==> src/rtl/eip_pkg.sv <==
// Shared types and constants for the Ethernet/IPv4 port extractor.
`timescale 1ns / 1ps

package eip_pkg;

	localparam int unsigned POS_W = 7;
	localparam logic [POS_W-1:0] POS_MAX = 7'd127;

	localparam logic [POS_W-1:0] POS_KIND_HI = 7'd12;
	localparam logic [POS_W-1:0] POS_KIND_LO = 7'd13;
	localparam logic [POS_W-1:0] POS_IHL = 7'd14;
	localparam logic [POS_W-1:0] POS_PROTO = 7'd23;
	localparam logic [POS_W-1:0] POS_ADDR_FIRST = 7'd26;
	localparam logic [POS_W-1:0] POS_ADDR_LAST = 7'd29;

	localparam logic [7:0] ETH_LEN = 8'd14;
	localparam logic [7:0] IP_MIN_END = 8'd34;
	localparam logic [7:0] L4_LEN = 8'd8;
	localparam logic [3:0] IHL_MIN = 4'd5;

	localparam logic [7:0] PROTO_TCP = 8'd6;
	localparam logic [7:0] PROTO_UDP = 8'd17;

	localparam int unsigned OUT_BYTES = 12;

	typedef enum logic [2:0] {
		ST_PARSED = 3'd0,
		ST_SHORT_ETH = 3'd1,
		ST_SHORT_IP = 3'd2,
		ST_SHORT_L4 = 3'd3,
		ST_OTHER_PROTO = 3'd4,
		ST_BAD_IHL = 3'd5
	} status_t;

	typedef struct packed {
		logic [15:0] dest_port;
		logic [15:0] source_port;
		logic [31:0] source_address;
		logic [7:0] ip_protocol;
		logic [15:0] ether_kind;
		status_t parse_status;
	} result_t;

	function automatic logic is_tcp_or_udp(input logic [7:0] p);
		return (p == PROTO_TCP) || (p == PROTO_UDP);
	endfunction

endpackage

==> src/rtl/eip_field_capture.sv <==
// Per-frame byte position, field capture and end-of-frame status.
`timescale 1ns / 1ps

module eip_field_capture (
	input  logic                clk,
	input  logic                arst_n,
	input  logic                advance,
	input  logic [7:0]          pkt_byte,
	input  logic                last,
	output logic                res_valid,
	output eip_pkg::result_t    res
);

	logic [eip_pkg::POS_W-1:0] pos_q;
	logic [15:0] kind_q;
	logic [3:0]  hw_q;
	logic [7:0]  proto_q;
	logic [31:0] addr_q;
	logic [15:0] sport_q;
	logic [15:0] dport_q;

	logic [15:0] kind_d;
	logic [3:0]  hw_d;
	logic [7:0]  proto_d;
	logic [31:0] addr_d;
	logic [15:0] sport_d;
	logic [15:0] dport_d;
	logic [eip_pkg::POS_W-1:0] pos_inc;
	logic [8:0]  l4_sum;
	logic [eip_pkg::POS_W-1:0] l4_pos;
	logic        port_en;
	logic [7:0]  len;
	logic [7:0]  l4_end;

	// L4 header offset from the stored header length
	assign l4_sum = {3'b000, hw_q, 2'b00} + {1'b0, eip_pkg::ETH_LEN};
	assign l4_pos = l4_sum[eip_pkg::POS_W-1:0];
	assign port_en = (pos_q > eip_pkg::POS_IHL) && (hw_q >= eip_pkg::IHL_MIN)
		&& eip_pkg::is_tcp_or_udp(proto_q);
	assign pos_inc = (pos_q < eip_pkg::POS_MAX) ? pos_q + 7'd1 : pos_q;

	always_comb begin
		kind_d = kind_q;
		hw_d = hw_q;
		proto_d = proto_q;
		addr_d = addr_q;
		sport_d = sport_q;
		dport_d = dport_q;
		if (pos_q == eip_pkg::POS_KIND_HI || pos_q == eip_pkg::POS_KIND_LO) begin
			kind_d = {kind_q[7:0], pkt_byte};
		end else if (pos_q == eip_pkg::POS_IHL) begin
			hw_d = pkt_byte[3:0];
		end else if (pos_q == eip_pkg::POS_PROTO) begin
			proto_d = pkt_byte;
		end else if (pos_q >= eip_pkg::POS_ADDR_FIRST && pos_q <= eip_pkg::POS_ADDR_LAST) begin
			addr_d = {addr_q[23:0], pkt_byte};
		end
		if (port_en) begin
			if (pos_q == l4_pos || pos_q == l4_pos + 7'd1) begin
				sport_d = {sport_q[7:0], pkt_byte};
			end else if (pos_q == l4_pos + 7'd2 || pos_q == l4_pos + 7'd3) begin
				dport_d = {dport_q[7:0], pkt_byte};
			end
		end
	end

	// End-of-frame verdict from the fields as updated by this byte
	assign len = {1'b0, pos_q} + 8'd1;
	assign l4_end = {1'b0, l4_pos} + eip_pkg::L4_LEN;

	always_comb begin
		res = '0;
		res.parse_status = eip_pkg::ST_PARSED;
		if (len < eip_pkg::ETH_LEN) begin
			res.parse_status = eip_pkg::ST_SHORT_ETH;
		end else begin
			res.ether_kind = kind_d;
			if (len < eip_pkg::IP_MIN_END) begin
				res.parse_status = eip_pkg::ST_SHORT_IP;
			end else begin
				res.ip_protocol = proto_d;
				res.source_address = addr_d;
				if (hw_d < eip_pkg::IHL_MIN) begin
					res.parse_status = eip_pkg::ST_BAD_IHL;
				end else if (!eip_pkg::is_tcp_or_udp(proto_d)) begin
					res.parse_status = eip_pkg::ST_OTHER_PROTO;
				end else if (len < l4_end) begin
					res.parse_status = eip_pkg::ST_SHORT_L4;
				end else begin
					res.source_port = sport_d;
					res.dest_port = dport_d;
				end
			end
		end
	end

	assign res_valid = advance & last;

	// Clear everything at frame end, otherwise take the updated fields
	always_ff @(posedge clk or negedge arst_n) begin
		if (!arst_n) begin
			pos_q <= '0;
			kind_q <= '0;
			hw_q <= '0;
			proto_q <= '0;
			addr_q <= '0;
			sport_q <= '0;
			dport_q <= '0;
		end else if (advance) begin
			if (last) begin
				pos_q <= '0;
				kind_q <= '0;
				hw_q <= '0;
				proto_q <= '0;
				addr_q <= '0;
				sport_q <= '0;
				dport_q <= '0;
			end else begin
				pos_q <= pos_inc;
				kind_q <= kind_d;
				hw_q <= hw_d;
				proto_q <= proto_d;
				addr_q <= addr_d;
				sport_q <= sport_d;
				dport_q <= dport_d;
			end
		end
	end

endmodule

==> src/rtl/eip_out_reg.sv <==
// Result register driving the master-side stream.
`timescale 1ns / 1ps

module eip_out_reg (
	input  logic             clk,
	input  logic             arst_n,
	input  logic             load,
	input  eip_pkg::result_t res,
	input  logic             take,
	output logic             valid,
	output eip_pkg::result_t data
);

	logic valid_q;
	eip_pkg::result_t res_q;

	always_ff @(posedge clk or negedge arst_n) begin
		if (!arst_n) begin
			valid_q <= 1'b0;
		end else if (load) begin
			valid_q <= 1'b1;
		end else if (take) begin
			valid_q <= 1'b0;
		end
	end

	always_ff @(posedge clk) begin
		if (load) begin
			res_q <= res;
		end
	end

	assign valid = valid_q;
	assign data = res_q;

endmodule

==> src/rtl/eth_ipv4_port_extractor.sv <==
// Top level of the Ethernet/IPv4 header field and L4 port extractor.
`timescale 1ns / 1ps

// Takes a frame one byte per transaction on the slave side, s_tlast on the
// final byte, and returns one result transaction per frame on the master side.
// Throughput is one byte per cycle while the slave side is not stalled: each
// byte sits in an input register while the capture logic compares its
// position and updates the frame fields, and the frame-end byte loads the
// result register, from which the result is offered on m_tvalid. The slave
// side stalls only when a frame-end byte waits in the input register and the
// result register still holds an untaken result. Status codes: parsed, short
// Ethernet, short IPv4, short L4, protocol neither TCP nor UDP, and IPv4
// header length below five words; fields not reached in the frame read zero,
// ports are nonzero only for a parsed frame. The ethertype is reported but
// not checked, so any frame is interpreted with IPv4 offsets.
module eth_ipv4_port_extractor (
	input  logic         clk,
	input  logic         arst_n,
	input  logic         s_tvalid,
	output logic         s_tready,
	input  logic [7:0]   s_tdata,   // [7:0] packet_byte
	input  logic         s_tlast,   // frame_end
	output logic         m_tvalid,
	input  logic         m_tready,
	output logic [95:0]  m_tdata    // [2:0] parse_status, [18:3] ether_kind,
	                                // [26:19] ip_protocol, [58:27] source_address,
	                                // [74:59] source_port, [90:75] dest_port,
	                                // [95:91] zero
);

	logic       in_valid_s1;
	logic [7:0] byte_s1;
	logic       last_s1;
	logic       advance;
	logic       res_valid;
	eip_pkg::result_t res;
	eip_pkg::result_t out_data;

	// Advance the held byte unless it ends a frame and the result slot is busy
	assign advance = in_valid_s1 && (!last_s1 || !m_tvalid || m_tready);
	assign s_tready = !in_valid_s1 || advance;

	always_ff @(posedge clk or negedge arst_n) begin
		if (!arst_n) begin
			in_valid_s1 <= 1'b0;
		end else if (s_tready) begin
			in_valid_s1 <= s_tvalid;
		end
	end

	// Hold the payload while stalled
	always_ff @(posedge clk) begin
		if (s_tready && s_tvalid) begin
			byte_s1 <= s_tdata;
			last_s1 <= s_tlast;
		end
	end

	eip_field_capture u_capture (
		.clk      (clk),
		.arst_n   (arst_n),
		.advance  (advance),
		.pkt_byte (byte_s1),
		.last     (last_s1),
		.res_valid(res_valid),
		.res      (res)
	);

	eip_out_reg u_out (
		.clk   (clk),
		.arst_n(arst_n),
		.load  (res_valid),
		.res   (res),
		.take  (m_tready),
		.valid (m_tvalid),
		.data  (out_data)
	);

	assign m_tdata = {5'b00000, out_data.dest_port, out_data.source_port,
		out_data.source_address, out_data.ip_protocol, out_data.ether_kind,
		out_data.parse_status};

`ifndef SYNTHESIS
	// A new result never overwrites one that has not been taken
	a_no_overwrite: assert property (@(posedge clk) disable iff (!arst_n)
		res_valid |-> (!m_tvalid || m_tready))
		else $error("result register overwritten");

	// A short Ethernet frame reports no captured fields
	a_short_eth_zero: assert property (@(posedge clk) disable iff (!arst_n)
		(m_tvalid && out_data.parse_status == eip_pkg::ST_SHORT_ETH) |->
		(out_data.ether_kind == '0 && out_data.ip_protocol == '0 &&
		out_data.source_address == '0 && out_data.source_port == '0 &&
		out_data.dest_port == '0))
		else $error("short Ethernet frame with captured fields");

	// A parsed frame always carries TCP or UDP
	a_parsed_proto: assert property (@(posedge clk) disable iff (!arst_n)
		(m_tvalid && out_data.parse_status == eip_pkg::ST_PARSED) |->
		(out_data.ip_protocol == eip_pkg::PROTO_TCP ||
		out_data.ip_protocol == eip_pkg::PROTO_UDP))
		else $error("parsed frame with other protocol");
`endif

endmodule

==> config.mk <==
export PLATFORM = sky130hd
export DESIGN_NAME = eth_ipv4_port_extractor
export DESIGN_NICKNAME = d
export VERILOG_FILES = /design/src/rtl/eip_pkg.sv /design/src/rtl/eip_field_capture.sv /design/src/rtl/eip_out_reg.sv /design/src/rtl/eth_ipv4_port_extractor.sv
export SDC_FILE = /design/constraint.sdc
export NUM_CORES = 1
export LEC_CHECK = 0
export BUFFER_PORTS_ARGS = -buffer_cell sky130_fd_sc_hd__buf_2
export CORE_MARGIN = 2
export CORE_UTILIZATION = 50
export CTS_CLUSTER_DIAMETER = 200
export DETAILED_ROUTE_END_ITERATION = 10
export HOLD_SLACK_MARGIN = 0.12
export PLACE_DENSITY = 0.75
export SYNTH_ARGS = -nofsm -noshare
export SYNTH_HDL_FRONTEND = slang
export SYNTH_HIERARCHICAL = 1
export SYNTH_SLANG_ARGS = --single-unit
==> constraint.sdc <==
create_clock -name clk -period 10.88 [get_ports clk]
set_clock_uncertainty 0.15 [all_clocks]
set_input_delay 1.632 -clock clk [delete_from_list [all_inputs] [get_ports clk]]
set_output_delay 1.632 -clock clk [all_outputs]
set_load 0.005 [all_outputs]
==> results of run 1 <==
-- worst max-delay path, cell delays in order --
cell      delay, ns
buf_2          0.12
nand4b_4       0.17
buf_2          0.15
-- logic make-up after synthesis --
kind of cell	Yosys count
muxes	19
and+or+nand+nor	301
buffers and inverters	83
AOI/OAI and AO/OA	249
xor gates and xnor gates	14
adders and majority gates	13
DFF	201
other	1
-- registers in the layout, summed over array words and instances, names as in the netlist, 4 cells and up --
register / cells
u_capture/pos_q: 7
u_capture/dport_q: 16
u_capture/kind_q: 16
u_out/data: 91
u_capture/addr_q: 32
u_capture/proto_q: 8
byte_s1: 8
u_capture/sport_q: 16
u_capture/hw_q: 4
-- power breakdown --
group | internal [mW] | total, mW | switching, mW
Clock | 0.458 | 0.762 | 0.303
Sequential | 0.864 | 0.923 | 0.0588
Combinational | 0.0740 | 0.180 | 0.106
-- stage by stage --
stage	hold WS (ns)	util, %
global route	0.350	57.8
floorplan	0.306	-
finish	0.339	57.8
detailed placement	0.323	53.9
global placement	0.318	53.9
CTS	0.338	57.8
-- cell usage after synthesis (17+ instances only) --
cell       instances
nand2_1          205
dfrtp_1          101
edfxtp_1         100
a21oi_1           84
o2bb2ai_1         41
clkbuf_1          32
o21ai_0           31
nor2_1            30
a21boi_0          29
nand3_1           20
buf_2             19
mux2i_1           17
-- how the worst max path moves through the flow --
stage	start	to	slack (ns)	depth (start not counted)
global route	m_tready	u_capture/addr_q[17]	6.97	8
floorplan	m_tready	u_out/data[0]	3.89	5
global placement	m_tready	u_capture/addr_q[24]	6.81	8
CTS	m_tready	s_tready	7.02	3
finish	m_tready	s_tready	7.03	3
detailed placement	m_tready	u_capture/addr_q[30]	6.74	8
-- area by class of cell --
class                   instances  area, um2  area share (%)
flip-flops and latches        201       5530            51.1
multi-input cells             601       3610            33.4
repair buffers                113        588            5.44
clock buffers                  26        587            5.43
well taps                     234        293            2.71
clock inverters                14        154            1.42
inverters                      14       52.6           0.486
-- layout by cell type, fill, tap and decap left out, types with 6 or more instances in the layout --
master / Yosys / routed
a21oi_1: 84 / 84
xor2_1: 6 / 6
a22o_1: 16 / 16
inv_1: 12 / 12
a21boi_0: 29 / 29
nor2_1: 30 / 29
nand3_1: 20 / 20
a21o_1: 7 / 7
mux2i_1: 17 / 17
dfrtp_1: 101 / 101
clkbuf_16: 0 / 23
o21ai_0: 31 / 31
nand2_1: 205 / 205
edfxtp_1: 100 / 100
buf_2: 19 / 104
buf_4: 13 / 9
o2bb2ai_1: 41 / 41
o221ai_1: 14 / 14
ha_1: 13 / 13
-- routing by layer --
metal	up-vias	global-route usage, %	share of wire, %
li1	3301	-	-
met1	3441	32.3	45
met2	293	34.2	46
met3	51	3.75	6.6
met4	0	7.74	2.9
met5	-	0	0
==> run metrics, run 1 <==
outcome complete, no violations; Final Worst Setup Slack 7.03 ns; Syn-to-layout area delta 13.8%; fin cells 1203; Detailed Route WL 22100 um; Post-Synth XOR/XNOR Area 1.65%; CORE AREA 0.0187 mm2; Synth Area in Adders 1.71%; min-delay worst type reg -> reg; r2r setup slk 7.26 ns; dominant synthesized flop cell dfrtp_1; TritonCTS clock tree built; Post-CTS Setup Bufs 0; P_leak 4.39 nW; post-layout min period 3.85 ns; GRT overflow 0; Final period util 35.4%; vias 7086; PD cells 172 mW/mm2; top cells by area, synth edfxtp_1 32%, dfrtp_1 27%, nand2_1 8.1%; vias per std cell 5.89; number of synthesized register bits 201; Yosys cell types 66; H-tree Lvls 1; top-area cell type share of the netlist area 31.6%; largest net degree at the start of global routing 56; Worst Max-Slew Pin Slew 1.21 ns; Clock Tree Buf Depth 3; placed cell count 1163; Yosys warnings 6; number of max-cap violations 0; GPL Wtd Cong 0.958; first-pass GRT wire length 35800 um; largest family of logic cells by synthesized area compound AO/OA/AOI/OAI gates; vias in the first global route 6680; initial DRC count 713; worst skew pair latency 0.51 ns; Max rail drop VDD 118 uV; worst rel slew slack 19.4%; Ports 111; Critical Path AT 2.07 ns; post-CTS resize count 0; setup slack at placement 6.74 ns; DIE AREA 0.0201 mm2; Routed Antenna Nets 0; Worst EP required 9.10 ns; Die Wd 142 um; Root Buffer clkbuf_16; Avg Cell Area, Syn 10.8 um2; layout cells sized above 1 18.3%; asr flop ratio synth 50.2%; Remaining DRCs 0; hold depth 1; cell row count 50; FMAX 260 MHz; hold endpoint u_capture/kind_q[11]; critical path type in -> out; # fillers 1547; setup violators final 0; clock sink count 201; EDFF count, synth 100; initial antenna violation count 0; number of I/O port buffers 105; Slew Limit Fails 0; worst hold start u_capture/kind_q[11]; Mapped Area 0.00950 mm2; Final nets 979; post-synthesis mux area share 2.03%; crit path max fanout 3; ant diodes 0; Crit Reg-Reg Startpoint u_capture/hw_q[0]; Synth area leader edfxtp_1; R2R Path End u_out/data[59]; RSZ-0062 raised after global routing no; Setup TNS Final 0 ns; Die H 142 um; Synth Area in Compound Gates 17.8%; first drt pass iteration count 5; register area share after synthesis 58.2%; area post-placement 0.0101 mm2; starting density of the core 50.8%; clock buffer count from CTS 22; Reg clk slew, reported paths 0.05 ns; cts hold-fix bufs 0; area share of and/or/nand/nor cells after synthesis 14.4%; CP Launch Type primary input; total power 1.86 mW; Crit. End Element primary output; DP HPWL 13800 um; design area 0.0108 mm2; Cells after Synth 881; mean routed wirelength per cell 18.3 um; GR Util All Layers 22.2%; Fin. Hold Viols 0; worst reg2reg path depth 7
Power figures use the tool's default switching activity.
==> inputs of run 2 (changes only) <==
clock period = 3.87 ns   (was 10.88 ns; I/O delays follow)
==> run 2 against run 1 <==
  * Die area unchanged
  * Cell area grew 1.2%
  * Sequential share of layout area is 0.63 points lower
  * Non-clock buffer count up 18
  * Register-to-register slack worse by 6.7 ns
  * Largest power group unchanged
==> run metrics, run 2 (synthesized netlist as in run 1, its figures left out) <==
outcome complete, no violations; Setup TNS Final 0 ns (unchanged); Syn-to-layout area delta 15.2%; max reg flops 91 (unchanged); Max rail drop VDD 267 uV (+130%); layout cells sized above 1 18.5% (+0.27 points); post-layout min period 3.31 ns; setup violators final 0 (unchanged); Root Buffer clkbuf_16; vias per std cell 5.81 (-1.3%); Fin. Hold Viols 0 (unchanged); worst reg2reg path depth 11 (+4); most frequent cells in the layout 205 x nand2_1, 104 x buf_2, 101 x dfrtp_1, 100 x edfxtp_1, 84 x a21oi_1; first drt pass iteration count 5 (unchanged); CP Launch Type register; starting density of the core 50.8% (unchanged); Remaining DRCs 0 (unchanged); clock buffer count from CTS 22 (unchanged); final hold slack 0.157 ns (-0.181 ns); P_leak 4.45 nW (+1.5%); Post-CTS Setup Bufs 0 (unchanged); critical path type reg -> reg; vias in the first global route 6722 (+0.63%); mean routed wirelength per cell 18.3 um (-0.11%); min-delay worst type in -> reg; GPL Wtd Cong 0.892 (-6.9%); RSZ-0062 raised after global routing no; Crit Reg-Reg Startpoint u_capture/pos_q[1]; PD cells 469 mW/mm2 (+170%); area of the multi-input gates 0.00361 mm2 (unchanged); setup slack at placement 0.651 ns (-6.09 ns); worst hold start s_tvalid; Storage cell area 0.00553 mm2 (unchanged); hold depth 2 (+1); clock sink count 201 (unchanged); Routed Antenna Nets 0 (unchanged); Reg clk slew, reported paths 0.06 ns (about the same); GR Util All Layers 22.3% (+0.027 points); worst skew pair latency 0.50 ns (about the same); TritonCTS clock tree built; CORE AREA 0.0187 mm2 (unchanged); # fillers 1513 (-2.2%); Final Worst Setup Slack 0.564 ns (-6.46 ns); initial antenna violation count 0 (unchanged); final core utilization 58.5% (+0.72 points); number of I/O port buffers 105 (unchanged); Crit. End Element register; Ports 111 (unchanged); commonest non-fill, non-tap cell in the layout nand2_1; Slew Limit Fails 0 (unchanged); Worst Max-Slew Pin Slew 0.931 ns (-0.274 ns); cell row count 50 (unchanged); ant diodes 0 (unchanged); R2R Path End u_out/data[63]; crit path max fanout 32 (+29); Final period util 85.4%; vias 7097 (+0.16%); Critical Path AT 3.39 ns (+1.32 ns); Final nets 997 (+1.8%); worst rel slew slack 37.7% (+18 points); largest net degree at the start of global routing 53 (-5.4%); Die H 142 um (unchanged); FMAX 302 MHz; hold endpoint in_valid_s1; Die Wd 142 um (unchanged); GRT overflow 0 (unchanged); H-tree Lvls 1 (unchanged); DP HPWL 13900 um (+0.70%); first-pass GRT wire length 35700 um (-0.33%); r2r setup slk 0.56 ns (-6.70 ns); initial DRC count 644 (-9.7%); number of max-cap violations 0 (unchanged); Worst EP required 3.95 ns (-5.15 ns); Detailed Route WL 22400 um (+1.4%); Clock Tree Buf Depth 3 (unchanged); DIE AREA 0.0201 mm2 (unchanged)
-- run 2: area by class of cell --
type	count	area share, %
Sequential cell	201	50.5
Tap cell	234	2.67
Timing Repair Buffer	131	6.95
Clock inverter	12	0.811
Multi-Input combinational cell	601	33.0
Clock buffer	28	5.61
Inverter	14	0.480
-- run 2: layer usage --
| layer | GRT usage (%) | part of all wire [%] |
|---|---|---|
| met1 | 31.8 | 45 |
| met2 | 35.8 | 47 |
| met3 | 3.88 | 6.5 |
| met4 | 5.32 | 2.1 |
| met5 | 0 | 0 |
-- run 2: timing repair --
action,4_1_cts,5_1_grt
hold buffers,10,0
endpoints found under the setup margin,0,0
gates resized for setup,0,0
hold endpoints to repair,60,0
-- run 2: per-stage QoR --
stage	cell area [um2]	cells	total power, mW
CTS	11000	1221	5.17
floorplan	9530	885	2.95
finish	11000	1221	5.14
global placement	10100	1171	3.11
global route	11000	1221	5.35
detailed placement	10100	1171	3.14
-- run 2: worst max-delay path by stage --
stage | end | depth (start not counted) | from
6_report | u_out/data[63] | 11 | u_capture/pos_q[1]
3_3_place_gp | u_out/data[73] | 11 | u_capture/pos_q[1]
4_1_cts | u_out/data[60] | 11 | u_capture/pos_q[1]
3_5_place_dp | u_out/data[69] | 11 | u_capture/pos_q[1]
2_1_floorplan | u_out/data[0] | 5 | m_tready
5_1_grt | u_out/data[63] | 11 | u_capture/pos_q[1]
-- run 2: critical path, stage by stage (launching register included) --
cell and delay, ns:
dfrtp_1 0.51, ha_1 0.37, and2_1 0.22, nand3_1 0.10, xor2_1 0.30, inv_1 0.08
ha_1 0.32, a21o_1 0.16, a21oi_1 0.13, o21a_1 0.18, nand3b_4 0.41, nor2_1 0.11
-- run 2: power breakdown --
part / switching [mW] / internal [mW]
Combinational: 0.311 / 0.219
Sequential: 0.161 / 2.43
Clock: 0.827 / 1.19
==> inputs of run 3 (changes only) <==
PLACE_DENSITY = 0.78   (was 0.75)
clock period = 2.7 ns   (was 3.87 ns; I/O delays follow)
==> run 3 against run 2 <==
  * Critical path depth grew 2
  * First-iteration DRC count grew 0.31%
  * Critical path type unchanged
  * Sequential power grew 42%
  * Highest routed layer unchanged
==> run metrics, run 3 (synthesized netlist as in run 1, its figures left out) <==
outcome complete, no violations; Worst EP required 2.79 ns (-1.16 ns); RSZ-0062 raised after global routing yes; clock buffer count from CTS 21 (-4.5%); Syn-to-layout area delta 21.2%; Reg clk slew, reported paths 0.06 ns (about the same); Detailed Route WL 23700 um (+6.2%); most frequent cells in the layout 205 x nand2_1, 104 x buf_2, 100 x edfxtp_1, 99 x dfrtp_1, 76 x a21oi_1; FMAX 373 MHz (+23%); Crit Reg-Reg Startpoint u_capture/hw_q[1]; GRT overflow 0 (unchanged); met1 usage 33.0% (+1.2 points); final core utilization 61.6% (+3.0 points); vias in the first global route 7125 (+6.0%); P_leak 4.73 nW (+6.1%); layout cells sized above 1 24.9% (+6.4 points); clock sink count 201 (unchanged); worst rel slew slack 53.5% (+16 points); grt met3 use 3.17% (-0.71 points); Final Worst Setup Slack 0.0169 ns (-0.547 ns); Slew Limit Fails 0 (unchanged); grt peak-use layer met2; DP HPWL 15200 um (+9.7%); Root Buffer clkbuf_16; Routed Antenna Nets 0 (unchanged); DIE AREA 0.0201 mm2 (unchanged); R2R Path End u_out/data[59]; mean routed wirelength per cell 18.7 um (+2.1%); GR Util All Layers 23.2% (+0.97 points); starting density of the core 50.8% (unchanged); setup violators final 0 (unchanged); Critical Path AT 2.77 ns (-0.62 ns); Final period util 99.4% (+14 points); H-tree Lvls 1 (unchanged); total power 7.22 mW (+41%); design area 0.0115 mm2 (+5.2%); area post-placement 0.0106 mm2 (+4.0%); first-pass GRT wire length 37300 um (+4.4%); initial antenna violation count 0 (unchanged); Die Wd 142 um (unchanged); worst skew pair latency 0.50 ns (about the same); CP Launch Type register; Remaining DRCs 0 (unchanged); Ports 111 (unchanged); number of I/O port buffers 105 (unchanged); Worst Max-Slew Pin Slew 0.698 ns (-0.234 ns); TritonCTS clock tree built; met2 GRT Util 37.4% (+1.6 points); ant diodes 0 (unchanged); GPL Wtd Cong 0.926 (+3.8%); number of max-cap violations 0 (unchanged); setup slack at placement -0.0553 ns (-0.707 ns); final hold slack 0.276 ns (+0.119 ns); min-delay worst type in -> async; Max rail drop VDD 505 uV (+89%); first drt pass iteration count 5 (unchanged); cell row count 50 (unchanged); commonest non-fill, non-tap cell in the layout nand2_1; Clock Tree Buf Depth 3 (unchanged); r2r setup slk 0.02 ns (-0.55 ns); Final nets 1048 (+5.1%); vias 7456 (+5.1%); crit path max fanout 16 (-50%); vias per std cell 5.87 (+1.0%); largest net degree at the start of global routing 45 (-15%); Die H 142 um (unchanged); PD cells 627 mW/mm2 (+34%); post-layout min period 2.68 ns (-0.623 ns); initial DRC count 646 (+0.31%); worst reg2reg path depth 13 (+2); Crit. End Element register; max reg flops 91 (unchanged); critical path type reg -> reg; Fin. Hold Viols 0 (unchanged); CORE AREA 0.0187 mm2 (unchanged)
-- run 3: cell count changes in the layout (fill, tap and decap cells not counted), sizes merged --
cell	previous run	this run
clkbuf	28	35
inv	13	12
clkinvlp	2	0
dlygate4sd3	10	13
clkinv	10	6
bufinv	1	0
buf	121	168
-- run 3: worst max-delay path, stage by stage, from the launching register on --
cell and delay, ns:
dfrtp_1 0.39, buf_4 0.16, nor2_4 0.11, nand2_1 0.08, a21oi_2 0.14, nor2_1 0.05, a21o_1 0.21, ha_4 0.22
a21o_1 0.17, a21oi_2 0.14, o21a_1 0.17, nand3b_4 0.21, buf_12 0.16, nor2_1 0.06
-- run 3: worst max-delay path by stage --
stage	startpoint	to	slack [ns]	cells past startpoint
after floorplan	u_out/valid	u_out/data[0]	-0.36	6
after global placement	u_capture/hw_q[0]	u_out/data[75]	0.01	12
after detailed placement	u_capture/hw_q[1]	u_out/data[81]	-0.06	12
after CTS	u_capture/hw_q[1]	u_out/data[85]	0.0002	12
after global routing	u_capture/hw_q[1]	u_out/data[59]	-0.1	13
final	u_capture/hw_q[1]	u_out/data[59]	0.02	13
-- run 3: report_power, final --
group | internal, mW | total, mW | leakage, nW | switching (mW)
Combinational | 0.360 | 0.866 | 2.04 | 0.506
Clock | 1.54 | 2.68 | 0.306 | 1.14
Sequential | 3.48 | 3.67 | 2.38 | 0.188
Total | 5.38 | 7.22 | 4.73 | 1.83
-- run 3: layer usage --
| metal | vias up | part of all wire (%) |
|---|---|---|
| met5 | - | 0 |
| met2 | 332 | 48 |
| met4 | 0 | 2.9 |
| met3 | 46 | 6.9 |
| li1 | 3440 | - |
| met1 | 3638 | 43 |
-- run 3: timing repair --
action,CTS,global route
resized for setup,3,32
endpoints found under the hold margin,45,0
gates cloned,0,2
buffers inserted,1,5
endpoints found under the setup margin,32,98
hold buffers,13,0
pin swaps,0,4
-- run 3: cell type report --
type,count,area (um2)
Fill cell,1449,7190
Multi-Input combinational cell,601,3730
Tap cell,234,293
Clock inverter,4,16.3
Timing Repair Buffer,183,1280
Inverter,14,53.8
Sequential cell,201,5530
Clock buffer,33,611
-- run 3: stage by stage --
| step | instances | setup TNS [ns] |
|---|---|---|
| after detailed placement | 1212 | -1.06 |
| final | 1270 | 0 |
| after global placement | 1212 | 0 |
| after CTS | 1263 | 0 |
| after global routing | 1270 | -2.42 |
| after floorplan | 885 | -32.47 |
